[src/hdl/dgid_pkg.sv]
// Shared constants and token flag type for the dictionary group-id assigner.
`timescale 1ns / 1ps

package dgid_pkg;

    localparam int TABLE_DEPTH_DEFAULT = 256;
    localparam int VALUE_BITS_DEFAULT  = 32;

    localparam int IN_VALUE_W = 32;   // cell_value field width
    localparam int ROW_W      = 32;   // row_number field width
    localparam int GID_W      = 8;    // group_id field width

    // Control part of the lookup token that walks the cell chain.
    typedef struct packed {
        logic valid;   // token present
        logic hit;     // matched a stored value
        logic ins;     // value was new and got written into a free cell
    } tok_flags_t;

endpackage

[src/hdl/dgid_cell.sv]
// One dictionary cell: holds a stored value, checks and forwards the lookup token.
`timescale 1ns / 1ps

module dgid_cell #(
    parameter int TABLE_DEPTH = dgid_pkg::TABLE_DEPTH_DEFAULT,
    parameter int VALUE_BITS  = dgid_pkg::VALUE_BITS_DEFAULT,
    parameter int CELL_INDEX  = 0
) (
    input  logic                                 aclk,
    input  logic                                 aresetn,
    input  logic                                 adv,
    input  logic [$clog2(TABLE_DEPTH + 1) - 1:0] count,
    input  dgid_pkg::tok_flags_t                 in_flags,
    input  logic [VALUE_BITS - 1:0]              in_value,
    input  logic [$clog2(TABLE_DEPTH) - 1:0]     in_id,
    output dgid_pkg::tok_flags_t                 out_flags,
    output logic [VALUE_BITS - 1:0]              out_value,
    output logic [$clog2(TABLE_DEPTH) - 1:0]     out_id
);

    localparam int CNT_W = $clog2(TABLE_DEPTH + 1);
    localparam int ID_W  = $clog2(TABLE_DEPTH);

    logic [VALUE_BITS - 1:0] stored_reg;
    dgid_pkg::tok_flags_t    flags_reg;
    dgid_pkg::tok_flags_t    flags_next;
    logic [VALUE_BITS - 1:0] value_reg;
    logic [ID_W - 1:0]       id_reg;
    logic [ID_W - 1:0]       id_next;
    logic                    below;
    logic                    at_fill;
    logic                    pending;
    logic                    take_hit;
    logic                    take_ins;

    // cells below the fill count hold live entries; the cell at the fill count is the next free one
    assign below    = CNT_W'(CELL_INDEX) < count;
    assign at_fill  = CNT_W'(CELL_INDEX) == count;
    assign pending  = in_flags.valid && !in_flags.hit && !in_flags.ins;
    assign take_hit = pending && below && (stored_reg == in_value);
    assign take_ins = pending && at_fill;

    always_comb begin
        flags_next     = in_flags;
        flags_next.hit = in_flags.hit | take_hit;
        flags_next.ins = in_flags.ins | take_ins;
        id_next        = (take_hit || take_ins) ? ID_W'(CELL_INDEX) : in_id;
    end

    always_ff @(posedge aclk) begin
        if (!aresetn) begin
            flags_reg <= '0;
        end else if (adv) begin
            flags_reg <= flags_next;
        end
    end

    always_ff @(posedge aclk) begin
        if (adv) begin
            value_reg <= in_value;
            id_reg    <= id_next;
        end
        if (adv && take_ins) begin
            stored_reg <= in_value;
        end
    end

    assign out_flags = flags_reg;
    assign out_value = value_reg;
    assign out_id    = id_reg;

endmodule

[config.mk]
export PLATFORM = sky130hd
export DESIGN_NAME = dgid_cell
export DESIGN_NICKNAME = d
export VERILOG_FILES = /design/src/hdl/dgid_pkg.sv /design/src/hdl/dgid_cell.sv
export SDC_FILE = /design/constraint.sdc
export NUM_CORES = 1
export LEC_CHECK = 0
export BUFFER_PORTS_ARGS = -buffer_cell sky130_fd_sc_hd__buf_2
export CELL_PAD_IN_SITES_DETAIL_PLACEMENT = 1
export CELL_PAD_IN_SITES_GLOBAL_PLACEMENT = 2
export CORE_ASPECT_RATIO = 0.75
export CORE_UTILIZATION = 36
export DETAILED_ROUTE_END_ITERATION = 16
export HOLD_SLACK_MARGIN = 0.15
export PLACE_DENSITY = 0.83
export SKIP_LAST_GASP = 1
export SLEW_MARGIN = 40
export SYNTH_ARGS = -nofsm -noshare
export SYNTH_HDL_FRONTEND = slang
export SYNTH_SLANG_ARGS = --single-unit
[constraint.sdc]
create_clock -name aclk -period 6.84 [get_ports aclk]
set_input_delay 1.368 -clock aclk [delete_from_list [all_inputs] [get_ports aclk]]
set_output_delay 1.368 -clock aclk [all_outputs]
set_load 0.005 [all_outputs]
==> run metrics <==
total track usage=0.1390; Clock Skews=0.006922 ns; total setup buffers inserted after CTS=0; antenna violation net count after detailed routing=0; GR met3 Demand/Resource=0.05856; DRC errors left=0; Core Box Area=0.007365 mm²; height of the die=77.51 µm; number of clock sinks=75; CP peak stage delay=0.57 ns; met1 track demand over resource in global routing=0.1653; Top Usage Layer GRT=met2; post-layout utilization of the core=0.4820; Logic pwr share=0.068; number of endpoints with negative hold slack in the final report=0; maximum number of pins on one net before global-route repair=47; routability congestion estimate=0.6927; Yosys top cell area share=0.7901; power density over the cells=258.5 mW/mm²; wire length of the first global-routing pass=8100 µm; unrepaired setup endpoints after global routing=false; hold crit path type=reg -> reg; Vias=1622; synthesis warning total=0; power dissipated by switching net loads=194.8 µW; Max-Slew Margin vs Limit=0.5848; final setup TNS=0 ns; CP required=6.86 ns; Resized Gates After CTS=0; Routed WL per cell=14.05 µm; sequential-to-total area share from yosys stat=0.8121; count of pins on the block boundary=98; half-perimeter wire length of the detailed placement result=3839 µm; DIE AREA=0.007957 mm²; number of global-route vias before repair=1646; max-capacitance violation count=0; ANT cells=0; Max VDD drop=0.0001490 V; pin slew with the least headroom to its limit=0.6229 ns; Final min period=3.047 ns; main area contributors after synthesis=edfxtp_1 79%, xor2_1 9.0%, dfxtp_1 2.2%; static leakage power=1.418 nW; Worst Path Max Fanout=18; Clock power frac=0.354; GR Layer Usage met2=0.2253; Worst Setup Path Type=in -> reg; dominant cell type by area after synthesis=edfxtp_1; worst-path cell chain=buf_2 -> nor4_1 -> nand3_1 -> nor2_1 -> and2_1 -> buf_4; count of different cell masters after synthesis=19; NumNets Final=314; fraction of final layout cells with drive strength greater than 1=0.4280; initial core utilization=0.3716; syn_nets=205; total wire length after detailed routing=5128 µm; Sw Share=0.2123; reg-to-reg slack, setup=5.12 ns; max-slew violation count=0; Startpoint Class=input port; period utilization=0.4455; std cell rows=27; buffer type at the clock tree root=clkbuf_8; crit path DAT=3.07 ns; total congestion overflow=0; clock latency of the later-clocked register in the worst-skew pair=0.34 ns; maximum achievable frequency=328.1 MHz; layout overhead on the synthesized area=29.72%; cell-internal power=722.8 µW; Detailed Routing Iterations Pass 1=4; # port buffers=97; register bit total from synthesis=75; Max clock buf depth=2; outcome=finished, final reports clean; average via count per standard cell=4.444; fraction of power consumed by sequential logic=0.578; cell type of the slowest stage on the worst timing path=and2_1; clock tree from TritonCTS=done; number of antenna violations at the first check in global routing=0; final setup violation count=0; Chip Width=102.7 µm; H-tree Lvls=3; initial DRC count=13; count of hold-fix buffers inserted at cts=0; post-synthesis cell count=150; Avg Synthesized Cell Area=18.24 µm²; synthesized cell area=0.002736 mm²; CTS Buf Count=9; Worst Setup End Kind=register; clock-pin slew on the worst setup and hold paths=0.08 ns
kinds of logic after synthesis:
group           synth area share
compound gates           0.01601
xor+xnor                  0.1024
buf+inv                  0.01097
flops                     0.8121
mux                     0.003658
simple gates             0.05487
cells in the final DEF, fill, tap and decap left out:
master,count
nand3_1,1
dfxtp_1,3
inv_1,8
buf_4,2
clkbuf_8,9
inv_6,1
or3b_1,1
nor4_1,7
a21oi_1,2
nor2_1,11
and4_1,2
xnor2_1,4
mux2i_1,1
o21ai_0,2
clkinv_4,1
a31o_4,1
clkinv_2,1
bufinv_16,1
a31oi_1,1
nor3_1,3
xor2_1,28
buf_2,96
clkinv_1,2
edfxtp_1,72
clkinvlp_4,1
nand4_1,1
nor2b_1,1
and2_1,1
synthesized netlist by cell type, drive strengths merged:
cell type,instances
a31oi,1
inv,8
xnor2,4
o21ai,2
edfxtp,72
nor4,7
mux2i,1
nand4,1
a21oi,2
a31o,1
nor2b,1
nor2,11
dfxtp,3
and2,1
and4,2
nor3,3
nand3,1
xor2,28
or3b,1
routing by layer:
| layer | up-vias | share of wire |
|---|---|---|
| met1 | 782 | 0.44 |
| met4 | 0 | 0.012 |
| li1 | 772 | - |
| met3 | 7 | 0.059 |
| met5 | - | 0 |
| met2 | 61 | 0.49 |
power groups by stage:
stage | Clock, mW | Combinational [mW] | Sequential (mW)
after floorplan | 0 | 0.0111 | 0.544
after global placement | 0 | 0.0619 | 0.540
after detailed placement | 0 | 0.0641 | 0.540
after CTS | 0.334 | 0.0642 | 0.530
after global routing | 0.347 | 0.0704 | 0.532
final | 0.325 | 0.0625 | 0.530
final cells by class:
class / count / area [µm²]
fill: 777 / 3815
sequential: 75 / 2222
timing repair buffer: 98 / 495.5
multi-input combinational: 67 / 484.2
tap: 101 / 126.4
clock buffer: 9 / 123.9
clock inverter: 7 / 67.56
inverter: 8 / 30.03
worst paths after layout:
path / startpoint / cells past startpoint / to
hold / removal: out_flags[2] / 2 / out_flags[2]
setup reg to reg: stored_reg[30] / 5 / out_id[6]
setup / recovery: count[6] / 6 / stored_reg[24]
hold reg to reg: out_flags[2] / 2 / out_flags[2]
per-stage QoR:
step                      instance area, µm²  setup WS, ns  hold slack (ns)  instances  power [mW]
after floorplan                         2736         3.674           0.5073        150      0.5550
after global placement                  3356         3.365           0.4952        349      0.6018
after detailed placement                3358         3.397           0.5305        349      0.6046
after CTS                               3550         3.761           0.5413        365      0.9285
after global routing                    3550         3.647           0.5557        365      0.9500
final                                   3550         3.793           0.5359        365      0.9175
critical path, delay by kind of cell:
| kind | cells | cell delay, ns |
|---|---|---|
| buf+inv | 2 | 0.47 |
| simple gates | 4 | 1.23 |
(Power assumes the default switching activity.)
